## config.mk

```make
export PLATFORM = sky130hd
export DESIGN_NAME = feedback_queue_scheduler_flat
export DESIGN_NICKNAME = d
export VERILOG_FILES = /design/src/fqs_pkg.sv /design/src/fqs_if.sv /design/src/fqs_ram.sv /design/src/fqs_level.sv /design/src/feedback_queue_scheduler.sv /design/src/flat_wrapper.sv
export SDC_FILE = /design/constraint.sdc
export NUM_CORES = 2
export LEC_CHECK = 0
export CAP_MARGIN = 20
export CORE_UTILIZATION = 63
export DETAILED_ROUTE_END_ITERATION = 7
export DONT_BUFFER_PORTS = 1
export PLACE_DENSITY_LB_ADDON = 0.3
export RECOVER_POWER = 50
export SETUP_SLACK_MARGIN = 0.2
export SYNTH_ARGS = -nofsm -noshare
export SYNTH_HDL_FRONTEND = slang
export SYNTH_SLANG_ARGS = --single-unit
```

## constraint.sdc

```tcl
create_clock -name i_clk -period 7.6 [get_ports i_clk]
set_clock_uncertainty 0.1 [all_clocks]
set_input_delay 1.52 -clock i_clk [delete_from_list [all_inputs] [get_ports i_clk]]
set_output_delay 1.52 -clock i_clk [all_outputs]
set_load 0.01 [all_outputs]
```

## src/fqs_pkg.sv

```systemverilog
`default_nettype none

package fqs_pkg;

    // Item kinds on the input channel
    typedef enum logic {
        OP_ARRIVAL = 1'b0,
        OP_TICK    = 1'b1
    } t_opcode;

    // Configuration register indexes
    localparam int CFG_INDEX_BITS = 2;
    localparam int CFG_DATA_BITS  = 8;

    typedef enum logic [CFG_INDEX_BITS-1:0] {
        CFG_FEEDBACK_MODE = 2'd0,
        CFG_SLICE_ONE     = 2'd1,
        CFG_SLICE_TWO     = 2'd2,
        CFG_SLICE_THREE   = 2'd3
    } t_cfg_index;

    // Queue levels
    localparam int NUM_LEVELS = 3;
    localparam int LEVEL_BITS = 2;

    typedef enum logic [LEVEL_BITS-1:0] {
        LEVEL_ONE   = 2'd0,
        LEVEL_TWO   = 2'd1,
        LEVEL_THREE = 2'd2
    } t_level;

    localparam int SLICE_BITS = 8;

    localparam logic                  RST_FEEDBACK_MODE = 1'b1;
    localparam logic [SLICE_BITS-1:0] RST_SLICE_ONE     = 8'd2;
    localparam logic [SLICE_BITS-1:0] RST_SLICE_TWO     = 8'd4;
    localparam logic [SLICE_BITS-1:0] RST_SLICE_THREE   = 8'd8;

    // Requests from the scheduler to one level queue
    typedef struct packed {
        logic push;
        logic pop;
    } t_lvl_req;

    // Status of one level queue
    typedef struct packed {
        logic empty;
        logic full;
    } t_lvl_sts;

    // A programmed slice of zero behaves as one tick
    function automatic logic [SLICE_BITS-1:0] eff_slice(input logic [SLICE_BITS-1:0] s);
        eff_slice = (s == '0) ? SLICE_BITS'(1) : s;
    endfunction

endpackage

`default_nettype wire

```

## src/fqs_if.sv

```systemverilog
`default_nettype none

// Input item channel
interface fqs_in_if #(
    parameter int ID_BITS   = 16,
    parameter int TIME_BITS = 16
);
    logic                 valid;
    logic                 ready;
    logic                 opcode;
    logic [ID_BITS-1:0]   process_id;
    logic [TIME_BITS-1:0] run_time;

    modport source (output valid, output opcode, output process_id, output run_time,
                    input ready);
    modport sink   (input valid, input opcode, input process_id, input run_time,
                    output ready);
endinterface

// Result channel
interface fqs_out_if #(
    parameter int ID_BITS = 16
);
    logic               valid;
    logic               ready;
    logic               busy_res;
    logic [ID_BITS-1:0] running_id;
    logic               dispatched;
    logic               finished;
    logic               dropped;

    modport source (output valid, output busy_res, output running_id, output dispatched,
                    output finished, output dropped, input ready);
    modport sink   (input valid, input busy_res, input running_id, input dispatched,
                    input finished, input dropped, output ready);
endinterface

// Configuration write channel
interface fqs_cfg_if;
    logic                                valid;
    logic                                ready;
    logic [fqs_pkg::CFG_INDEX_BITS-1:0]  index;
    logic [fqs_pkg::CFG_DATA_BITS-1:0]   data;

    modport source (output valid, output index, output data, input ready);
    modport sink   (input valid, input index, input data, output ready);
endinterface

`default_nettype wire

```

## src/fqs_ram.sv

```systemverilog
`default_nettype none

module fqs_ram #(
    parameter int WIDTH = 32,
    parameter int DEPTH = 16
) (
    input  wire logic                     i_clk,
    input  wire logic                     i_wr_en,
    input  wire logic [$clog2(DEPTH)-1:0] i_wr_addr,
    input  wire logic [WIDTH-1:0]         i_wr_data,
    input  wire logic [$clog2(DEPTH)-1:0] i_rd_addr,
    output logic      [WIDTH-1:0]         o_rd_data
);

    logic [WIDTH-1:0] r_mem [DEPTH];
    logic [WIDTH-1:0] r_rd_data;

    // Write port, registered read port (old data on a same-address collision)
    always_ff @(posedge i_clk) begin
        if (i_wr_en) begin
            r_mem[i_wr_addr] <= i_wr_data;
        end
        r_rd_data <= r_mem[i_rd_addr];
    end

    assign o_rd_data = r_rd_data;

endmodule

`default_nettype wire

```

## src/fqs_level.sv

```systemverilog
`default_nettype none

// One circular level queue: RAM storage plus a head entry that is always
// ready to pop in the same cycle. The RAM is read at the next head pointer,
// and a write landing on that slot is forwarded through a bypass register.
module fqs_level #(
    parameter int DEPTH = 16,
    parameter int WIDTH = 32
) (
    input  wire logic              i_clk,
    input  wire logic              i_rst_n,
    input  wire fqs_pkg::t_lvl_req i_req,
    input  wire logic [WIDTH-1:0]  i_push_data,
    output fqs_pkg::t_lvl_sts      o_sts,
    output logic      [WIDTH-1:0]  o_head_data
);

    localparam int PTR_BITS = $clog2(DEPTH);
    localparam int CNT_BITS = $clog2(DEPTH + 1);
    localparam logic [PTR_BITS-1:0] LAST_PTR  = PTR_BITS'(DEPTH - 1);
    localparam logic [CNT_BITS-1:0] FULL_CNT  = CNT_BITS'(DEPTH);

    logic [PTR_BITS-1:0] r_head, n_head;
    logic [PTR_BITS-1:0] r_tail, n_tail;
    logic [CNT_BITS-1:0] r_count, n_count;
    logic                r_byp, n_byp;
    logic [WIDTH-1:0]    r_byp_data;
    logic [WIDTH-1:0]    ram_rd_data;

    // Pointer and count update
    always_comb begin
        n_head = r_head;
        n_tail = r_tail;
        if (i_req.pop) begin
            n_head = (r_head == LAST_PTR) ? '0 : r_head + PTR_BITS'(1);
        end
        if (i_req.push) begin
            n_tail = (r_tail == LAST_PTR) ? '0 : r_tail + PTR_BITS'(1);
        end
        case ({i_req.push, i_req.pop})
            2'b10:   n_count = r_count + CNT_BITS'(1);
            2'b01:   n_count = r_count - CNT_BITS'(1);
            default: n_count = r_count;
        endcase
        // A write to the slot that becomes the head is not in the RAM read yet
        n_byp = i_req.push && (r_tail == n_head);
    end

    always_ff @(posedge i_clk) begin
        if (!i_rst_n) begin
            r_head  <= '0;
            r_tail  <= '0;
            r_count <= '0;
            r_byp   <= 1'b0;
        end else begin
            r_head  <= n_head;
            r_tail  <= n_tail;
            r_count <= n_count;
            r_byp   <= n_byp;
        end
    end

    always_ff @(posedge i_clk) begin
        if (n_byp) begin
            r_byp_data <= i_push_data;
        end
    end

    fqs_ram #(
        .WIDTH (WIDTH),
        .DEPTH (DEPTH)
    ) u_ram (
        .i_clk     (i_clk),
        .i_wr_en   (i_req.push),
        .i_wr_addr (r_tail),
        .i_wr_data (i_push_data),
        .i_rd_addr (n_head),
        .o_rd_data (ram_rd_data)
    );

    assign o_head_data = r_byp ? r_byp_data : ram_rd_data;
    assign o_sts.empty = (r_count == '0);
    assign o_sts.full  = (r_count == FULL_CNT);

endmodule

`default_nettype wire

```

## src/feedback_queue_scheduler.sv

```systemverilog
`default_nettype none

// Three-level feedback queue CPU scheduler. Each transfer on i_in is either a
// process arrival (joins the tail of level one, or is refused and flagged as
// dropped when level one holds QUEUE_DEPTH entries) or one time tick, and each
// yields exactly one result on o_out. On a tick a free CPU takes the head of
// the highest non-empty level and loads that level's slice; the running
// process then executes one tick, finishing when its run time is used up, or
// in feedback mode requeuing one level lower (level three at its own tail)
// when its slice runs out, if that queue has room. One item is taken every
// cycle: the queue heads are held ready to pop, so all scheduling work fits
// between the state registers and a two-entry result buffer, and input ready
// falls only while that buffer holds two results. Configuration writes are
// always accepted and should be made only while the block is idle. Queue
// storage is a RAM per level and needs no clearing after reset.
module feedback_queue_scheduler #(
    parameter int QUEUE_DEPTH = 16,
    parameter int ID_BITS     = 16,
    parameter int TIME_BITS   = 16
) (
    input  wire logic i_clk,
    input  wire logic i_rst_n,
    fqs_in_if.sink    i_in,
    fqs_out_if.source o_out,
    fqs_cfg_if.sink   i_cfg
);

    localparam int ENTRY_BITS = ID_BITS + TIME_BITS;
    localparam int SB         = fqs_pkg::SLICE_BITS;

    typedef struct packed {
        logic               busy_res;
        logic [ID_BITS-1:0] running_id;
        logic               dispatched;
        logic               finished;
        logic               dropped;
    } t_result;

    // Configuration registers
    logic          r_mode;
    logic [SB-1:0] r_slice_one;
    logic [SB-1:0] r_slice_two;
    logic [SB-1:0] r_slice_three;

    // CPU state
    logic                            r_busy, n_busy;
    logic [ID_BITS-1:0]              r_cur_id, n_cur_id;
    logic [TIME_BITS-1:0]            r_cur_rem, n_cur_rem;
    logic [SB-1:0]                   r_slice_rem, n_slice_rem;
    logic [fqs_pkg::LEVEL_BITS-1:0]  r_cur_lvl, n_cur_lvl;

    // Level queues
    fqs_pkg::t_lvl_req lvl_req   [fqs_pkg::NUM_LEVELS];
    fqs_pkg::t_lvl_sts lvl_sts   [fqs_pkg::NUM_LEVELS];
    logic [ENTRY_BITS-1:0] lvl_wdata [fqs_pkg::NUM_LEVELS];
    logic [ENTRY_BITS-1:0] lvl_head  [fqs_pkg::NUM_LEVELS];

    // Result buffer
    t_result r_ob [2];
    logic    r_ob_wr_ptr;
    logic    r_ob_rd_ptr;
    logic [1:0] r_ob_cnt;

    logic    in_xfer;
    logic    out_xfer;
    t_result res;
    logic    pop_any;
    logic [fqs_pkg::LEVEL_BITS-1:0] pop_lvl;
    logic [fqs_pkg::LEVEL_BITS-1:0] target;
    logic    target_full;

    assign in_xfer  = i_in.valid && i_in.ready;
    assign out_xfer = o_out.valid && o_out.ready;

    // Slice for a level, zero counts as one
    function automatic logic [SB-1:0] slice_of(
        input logic [fqs_pkg::LEVEL_BITS-1:0] lv,
        input logic [SB-1:0] s1,
        input logic [SB-1:0] s2,
        input logic [SB-1:0] s3
    );
        case (lv)
            fqs_pkg::LEVEL_ONE: slice_of = fqs_pkg::eff_slice(s1);
            fqs_pkg::LEVEL_TWO: slice_of = fqs_pkg::eff_slice(s2);
            default:            slice_of = fqs_pkg::eff_slice(s3);
        endcase
    endfunction

    // Configuration writes
    assign i_cfg.ready = 1'b1;

    always_ff @(posedge i_clk) begin
        if (!i_rst_n) begin
            r_mode        <= fqs_pkg::RST_FEEDBACK_MODE;
            r_slice_one   <= fqs_pkg::RST_SLICE_ONE;
            r_slice_two   <= fqs_pkg::RST_SLICE_TWO;
            r_slice_three <= fqs_pkg::RST_SLICE_THREE;
        end else if (i_cfg.valid) begin
            unique case (i_cfg.index)
                fqs_pkg::CFG_FEEDBACK_MODE: r_mode        <= i_cfg.data[0];
                fqs_pkg::CFG_SLICE_ONE:     r_slice_one   <= i_cfg.data;
                fqs_pkg::CFG_SLICE_TWO:     r_slice_two   <= i_cfg.data;
                fqs_pkg::CFG_SLICE_THREE:   r_slice_three <= i_cfg.data;
                default: ;
            endcase
        end
    end

    // Level queues
    for (genvar g = 0; g < fqs_pkg::NUM_LEVELS; g++) begin : g_level
        fqs_level #(
            .DEPTH (QUEUE_DEPTH),
            .WIDTH (ENTRY_BITS)
        ) u_level (
            .i_clk       (i_clk),
            .i_rst_n     (i_rst_n),
            .i_req       (lvl_req[g]),
            .i_push_data (lvl_wdata[g]),
            .o_sts       (lvl_sts[g]),
            .o_head_data (lvl_head[g])
        );
    end

    // Scheduling decision for one item
    always_comb begin
        for (int l = 0; l < fqs_pkg::NUM_LEVELS; l++) begin
            lvl_req[l] = '0;
        end
        n_busy      = r_busy;
        n_cur_id    = r_cur_id;
        n_cur_rem   = r_cur_rem;
        n_slice_rem = r_slice_rem;
        n_cur_lvl   = r_cur_lvl;
        res         = '0;
        pop_any     = 1'b0;
        pop_lvl     = fqs_pkg::LEVEL_ONE;
        target      = fqs_pkg::LEVEL_THREE;
        target_full = 1'b0;

        // Highest non-empty level
        if (!lvl_sts[0].empty) begin
            pop_lvl = fqs_pkg::LEVEL_ONE;
        end else if (!lvl_sts[1].empty) begin
            pop_lvl = fqs_pkg::LEVEL_TWO;
        end else begin
            pop_lvl = fqs_pkg::LEVEL_THREE;
        end

        if (in_xfer) begin
            if (i_in.opcode == fqs_pkg::OP_ARRIVAL) begin
                if (lvl_sts[0].full) begin
                    res.dropped = 1'b1;
                end else begin
                    lvl_req[0].push = 1'b1;
                end
            end else begin
                // Dispatch onto a free CPU
                if (!r_busy && !(lvl_sts[0].empty && lvl_sts[1].empty && lvl_sts[2].empty)) begin
                    pop_any              = 1'b1;
                    lvl_req[pop_lvl].pop = 1'b1;
                    n_cur_id    = lvl_head[pop_lvl][ENTRY_BITS-1:TIME_BITS];
                    n_cur_rem   = lvl_head[pop_lvl][TIME_BITS-1:0];
                    n_cur_lvl   = pop_lvl;
                    n_slice_rem = slice_of(pop_lvl, r_slice_one, r_slice_two, r_slice_three);
                    n_busy      = 1'b1;
                    res.dispatched = 1'b1;
                end
                // Execute one tick
                if (n_busy) begin
                    res.busy_res   = 1'b1;
                    res.running_id = n_cur_id;
                    if (n_cur_rem <= TIME_BITS'(1)) begin
                        n_cur_rem    = '0;
                        n_busy       = 1'b0;
                        res.finished = 1'b1;
                    end else begin
                        n_cur_rem = n_cur_rem - TIME_BITS'(1);
                        if (r_mode) begin
                            if (n_slice_rem != '0) begin
                                n_slice_rem = n_slice_rem - SB'(1);
                            end
                            if (n_slice_rem == '0) begin
                                target = (n_cur_lvl == fqs_pkg::LEVEL_ONE) ?
                                         fqs_pkg::LEVEL_TWO : fqs_pkg::LEVEL_THREE;
                                target_full = lvl_sts[target].full &&
                                              !(pop_any && (pop_lvl == target));
                                if (!target_full) begin
                                    lvl_req[target].push = 1'b1;
                                    n_busy = 1'b0;
                                end else begin
                                    n_cur_lvl   = target;
                                    n_slice_rem = slice_of(target, r_slice_one,
                                                           r_slice_two, r_slice_three);
                                end
                            end
                        end
                    end
                end
            end
        end

        // Write data: arrivals into level one, demotions into the lower levels
        lvl_wdata[0] = {i_in.process_id, i_in.run_time};
        lvl_wdata[1] = {n_cur_id, n_cur_rem};
        lvl_wdata[2] = {n_cur_id, n_cur_rem};
    end

    always_ff @(posedge i_clk) begin
        if (!i_rst_n) begin
            r_busy      <= 1'b0;
            r_cur_id    <= '0;
            r_cur_rem   <= '0;
            r_slice_rem <= '0;
            r_cur_lvl   <= fqs_pkg::LEVEL_ONE;
        end else begin
            r_busy      <= n_busy;
            r_cur_id    <= n_cur_id;
            r_cur_rem   <= n_cur_rem;
            r_slice_rem <= n_slice_rem;
            r_cur_lvl   <= n_cur_lvl;
        end
    end

    // Two-entry result buffer
    assign i_in.ready = (r_ob_cnt != 2'd2);

    always_ff @(posedge i_clk) begin
        if (!i_rst_n) begin
            r_ob_wr_ptr <= 1'b0;
            r_ob_rd_ptr <= 1'b0;
            r_ob_cnt    <= '0;
        end else begin
            if (in_xfer) begin
                r_ob_wr_ptr <= ~r_ob_wr_ptr;
            end
            if (out_xfer) begin
                r_ob_rd_ptr <= ~r_ob_rd_ptr;
            end
            case ({in_xfer, out_xfer})
                2'b10:   r_ob_cnt <= r_ob_cnt + 2'd1;
                2'b01:   r_ob_cnt <= r_ob_cnt - 2'd1;
                default: r_ob_cnt <= r_ob_cnt;
            endcase
        end
    end

    always_ff @(posedge i_clk) begin
        if (in_xfer) begin
            r_ob[r_ob_wr_ptr] <= res;
        end
    end

    assign o_out.valid      = (r_ob_cnt != '0);
    assign o_out.busy_res   = r_ob[r_ob_rd_ptr].busy_res;
    assign o_out.running_id = r_ob[r_ob_rd_ptr].running_id;
    assign o_out.dispatched = r_ob[r_ob_rd_ptr].dispatched;
    assign o_out.finished   = r_ob[r_ob_rd_ptr].finished;
    assign o_out.dropped    = r_ob[r_ob_rd_ptr].dropped;

    // A process holding the CPU always has at least one tick left
    a_busy_has_work: assert property (@(posedge i_clk) disable iff (!i_rst_n)
        r_busy |-> (r_cur_rem != '0))
        else $error("running process with no remaining time");

    // At most one queue is popped per item, and never an empty one
    a_single_pop: assert property (@(posedge i_clk) disable iff (!i_rst_n)
        $onehot0({lvl_req[2].pop, lvl_req[1].pop, lvl_req[0].pop}) &&
        !(lvl_req[0].pop && lvl_sts[0].empty) &&
        !(lvl_req[1].pop && lvl_sts[1].empty) &&
        !(lvl_req[2].pop && lvl_sts[2].empty))
        else $error("illegal level queue pop");

    // A dispatch only happens on a free CPU during a tick
    a_dispatch_free_cpu: assert property (@(posedge i_clk) disable iff (!i_rst_n)
        (in_xfer && res.dispatched) |-> (!r_busy && i_in.opcode == fqs_pkg::OP_TICK))
        else $error("dispatch while CPU occupied");

    // A pushed demotion never lands in a full queue
    a_no_push_full: assert property (@(posedge i_clk) disable iff (!i_rst_n)
        (!lvl_req[1].push || !lvl_sts[1].full) &&
        (!lvl_req[2].push || !lvl_sts[2].full || lvl_req[2].pop))
        else $error("push into a full level queue");

endmodule

`default_nettype wire

```

## src/flat_wrapper.sv

```systemverilog
// flat-port wrapper written by rule: the top's interface ports become plain ports
module feedback_queue_scheduler_flat 
#(
    parameter int QUEUE_DEPTH = 16,
    parameter int ID_BITS     = 16,
    parameter int TIME_BITS   = 16
)
  (i_clk, i_rst_n, i_in_valid, i_in_opcode, i_in_process_id, i_in_run_time, i_in_ready, o_out_valid, o_out_busy_res, o_out_running_id, o_out_dispatched, o_out_finished, o_out_dropped, o_out_ready, i_cfg_valid, i_cfg_index, i_cfg_data, i_cfg_ready);
  fqs_in_if #(.ID_BITS(ID_BITS), .TIME_BITS(TIME_BITS)) i_in_i ();
  fqs_out_if #(.ID_BITS(ID_BITS)) o_out_i ();
  fqs_cfg_if i_cfg_i ();
  input  wire logic i_clk;
  input  wire logic i_rst_n;
  input wire logic [$bits(i_in_i.valid)-1:0] i_in_valid;
  input wire logic [$bits(i_in_i.opcode)-1:0] i_in_opcode;
  input wire logic [$bits(i_in_i.process_id)-1:0] i_in_process_id;
  input wire logic [$bits(i_in_i.run_time)-1:0] i_in_run_time;
  output wire logic [$bits(i_in_i.ready)-1:0] i_in_ready;
  output wire logic [$bits(o_out_i.valid)-1:0] o_out_valid;
  output wire logic [$bits(o_out_i.busy_res)-1:0] o_out_busy_res;
  output wire logic [$bits(o_out_i.running_id)-1:0] o_out_running_id;
  output wire logic [$bits(o_out_i.dispatched)-1:0] o_out_dispatched;
  output wire logic [$bits(o_out_i.finished)-1:0] o_out_finished;
  output wire logic [$bits(o_out_i.dropped)-1:0] o_out_dropped;
  input wire logic [$bits(o_out_i.ready)-1:0] o_out_ready;
  input wire logic [$bits(i_cfg_i.valid)-1:0] i_cfg_valid;
  input wire logic [$bits(i_cfg_i.index)-1:0] i_cfg_index;
  input wire logic [$bits(i_cfg_i.data)-1:0] i_cfg_data;
  output wire logic [$bits(i_cfg_i.ready)-1:0] i_cfg_ready;
  assign i_in_i.valid = i_in_valid;
  assign i_in_i.opcode = i_in_opcode;
  assign i_in_i.process_id = i_in_process_id;
  assign i_in_i.run_time = i_in_run_time;
  assign i_in_ready = i_in_i.ready;
  assign o_out_valid = o_out_i.valid;
  assign o_out_busy_res = o_out_i.busy_res;
  assign o_out_running_id = o_out_i.running_id;
  assign o_out_dispatched = o_out_i.dispatched;
  assign o_out_finished = o_out_i.finished;
  assign o_out_dropped = o_out_i.dropped;
  assign o_out_i.ready = o_out_ready;
  assign i_cfg_i.valid = i_cfg_valid;
  assign i_cfg_i.index = i_cfg_index;
  assign i_cfg_i.data = i_cfg_data;
  assign i_cfg_ready = i_cfg_i.ready;
  feedback_queue_scheduler #(.QUEUE_DEPTH(QUEUE_DEPTH), .ID_BITS(ID_BITS), .TIME_BITS(TIME_BITS)) u_core (.i_clk(i_clk), .i_rst_n(i_rst_n), .i_in(i_in_i), .o_out(o_out_i), .i_cfg(i_cfg_i));
endmodule
```

==> results.txt <==
number of flops mapped to enable cells by yosys = 1672
Worst Hold Depth = 2
first-pass GRT wire length = 263.3 mm
Worst VDD drop = 0.0002056 V
# port buffers = 0
initial antenna violation count = 2
post-route ant nets = 0
WS Path Type = register to register
synthesized flop and latch total = 1883
most common cell after layout, fill and taps aside = edfxtp_1
ratio of cells with drive above 1 in the final layout = 16.82%
all-layer global routing usage = 29.95%
CTS Buf Count = 179
GP Congestion = 0.8961
Worst-Skew Late Latency = 0.80 ns
vias in the first global route = 40760
Die ar. = 0.1195 mm²
clk sink count = 1883
min cycle time layout = 6.802 ns
Rows = 125
Ys Warns = 0
CTS clk-pin slew, worst paths = 0.06 ns
Cells after DPL = 5780
TNS Setup = 0 ns
non-filler cells in the finished layout = 6123
starting density of the core = 63.76%
Syn Inst Count = 4399
Mean Syn Cell Area = 16.91 µm²
Place WS = 1.334 ns
DR DRC count = 0
Via density = 6.771
P_leak = 0.02738 µW
largest net degree at the start of global routing = 156
post-cts repair resize count = 0
Worst Slack Setup Final = 0.7978 ns
worst-path fanout max = 30
Detailed Route WL = 178.2 mm
# IOs = 71
final period utilization = 89.50%
synthesis-to-layout area growth = 11.08%
grt ovf = 0
H-tree depth = 4
Min-Delay Path Class = register to register
Setup Fix Bufs, Post-CTS = 0
Max Cap Violations = 41
mapped cell area = 0.07439 mm²
RSZ-0062 raised after global routing = false
Yosys cell types = 88
TritonRoute pass-1 iters = 7
worst path required time = 8.22 ns
hold bufs inserted after CTS = 0
core area = 0.1167 mm²
root buf cell = clkbuf_16
commonest cells after routing, fill and taps aside = 1672 x edfxtp_1, 392 x nand2_1, 288 x mux4_2
sequential-to-total area share from yosys stat = 73.17%
Power Density = 295.4 mW/mm²
Max clock buf depth = 3
nets = 4523
FF-to-FF path depth = 21
CTS tree = done
Least-Margin Pin Slew = 3.118 ns
Max transition margin = -107.9%
hold_ws = 0.3906 ns
Final Hold Vio Count = 0
status = finished with violations
initial DRC count = 5235
WL per Instance = 29.10 µm
syn_nets = 4480
via count = 41460
Critical Path Source Type = register
crit path DAT = 7.42 ns
Power, Total = 24410 µW
ys flop type = edfxtp_1
post-DP HPWL = 97.48 mm
Die Ht = 345.6 µm
Worst Setup End Kind = register
chip width = 345.6 µm
Async S/R FF share, synth = 0%
final setup fails = 0
max-slew violations = 1447
Max Freq = 147.0 MHz
failing checks = max-capacitance violations, max-slew violations
worst max-delay path, cell delays in order, from the launching register on:
cell and delay (ns):
dfxtp_1 0.40, or4_1 0.58, nor4_4 0.13, a21oi_4 0.52
clkbuf_1 1.18, mux2i_1 0.42, ha_1 0.27, or2_2 0.14
o211ai_1 0.08, or4_4 0.51, and3_4 0.23, and4_4 0.27
inv_1 0.11, ha_1 0.36, xor2_1 0.21, ha_1 0.22
o21ai_0 0.09, a21oi_1 0.16, a21oi_1 0.09, xor2_1 0.15
or3_1 0.32, a21boi_0 0.16
where the power goes:
group / total (µW) / internal (µW) / switching (µW)
clock: 8960 / 5180 / 3780
sequential: 12200 / 12100 / 128
combinational: 3240 / 969 / 2270
state kept, by name (all words and copies together), names as in the netlist, 2 cells and up, named ones only:
name / cells
u_core.g_level.u_level.r_tail: 12
u_core.g_level.u_level.r_byp: 3
u_core.r_cur_lvl: 2
u_core.r_slice_one: 8
u_core.g_level.u_level.r_byp_data: 96
u_core.g_level.u_level.r_head: 12
u_core.r_ob: 40
u_core.r_ob_cnt: 2
u_core.g_level.u_level.u_ram.r_mem: 1536
u_core.r_slice_rem: 8
u_core.r_slice_two: 8
u_core.r_cur_rem: 16
u_core.r_slice_three: 8
u_core.r_cur_id: 16
u_core.g_level.u_level.u_ram.o_rd_data: 96
u_core.g_level.u_level.r_count: 15
logic make-up (layout without fill, tap and decap cells):
logic type               count (synthesis)  in the layout  share of synthesized area, %
multiplexers                           451            451                         10.98
buffers and inverters                  313            511                         1.771
AO/OA/AOI/OAI                          748            748                         6.832
XOR/XNOR                                45             45                        0.5298
AND/OR/NAND/NOR                        925            925                         6.137
other                                    1              3                      0.005041
adder cells (fa/ha/maj)                 33             33                        0.5752
flip-flops                            1883           1883                         73.17
through the flow:
step	util, %	area [µm²]
after CTS	71.09	82940
after detailed placement	66.00	77010
after floorplan	-	74390
after global routing	70.82	82630
final	70.83	82640
after global placement	65.91	76900
Yosys cell counts, types with 33 or more instances:
cell | number | area share, %
clkbuf_1 | 201 | 1.0
nand2_1 | 392 | 2.0
nor2b_1 | 76 | 0.64
a311oi_1 | 71 | 0.84
a31oi_1 | 71 | 0.60
o21ai_0 | 74 | 0.50
mux4_2 | 288 | 8.7
and2_1 | 175 | 1.5
inv_1 | 33 | 0.17
edfxtp_1 | 1672 | 67
buf_2 | 37 | 0.25
dfxtp_1 | 211 | 5.7
nand3_1 | 33 | 0.22
a211oi_1 | 210 | 2.1
mux2i_1 | 132 | 1.8
nor2_1 | 123 | 0.62
a21oi_1 | 181 | 1.2
per-layer routing:
layer,global-route usage [%],up-vias,wire (µm)
li1,-,17420,-
met1,42.39,21210,68950
met2,47.20,2456,86090
met3,4.965,370,16590
met4,11.95,2,6538
met5,0,-,10
area by class of cell:
cell class | count | area [µm²]
Clock buffer | 266 | 5182
Fill cell | 6915 | 34040
Timing Repair Buffer | 140 | 1197
Tap cell | 1524 | 1907
Multi-Input combinational cell | 2203 | 19020
Sequential cell | 1883 | 54440
Clock inverter | 70 | 755.7
Antenna cell | 2 | 5.005
Inverter | 35 | 133.9
path summary, 6_finish.rpt:
path | end | slack (ns) | from
worst max-delay path | u_core.g_level[1].u_level.r_count[4] | 0.80 | u_core.g_level[0].u_level.r_count[0]
worst min-delay path | u_core.r_slice_one[0] | 0.39 | u_core.r_slice_one[0]
worst max register to register | u_core.g_level[1].u_level.r_count[4] | 0.80 | u_core.g_level[0].u_level.r_count[0]
worst min register to register | u_core.r_slice_one[0] | 0.39 | u_core.r_slice_one[0]
Power figures use the tool's default switching activity.
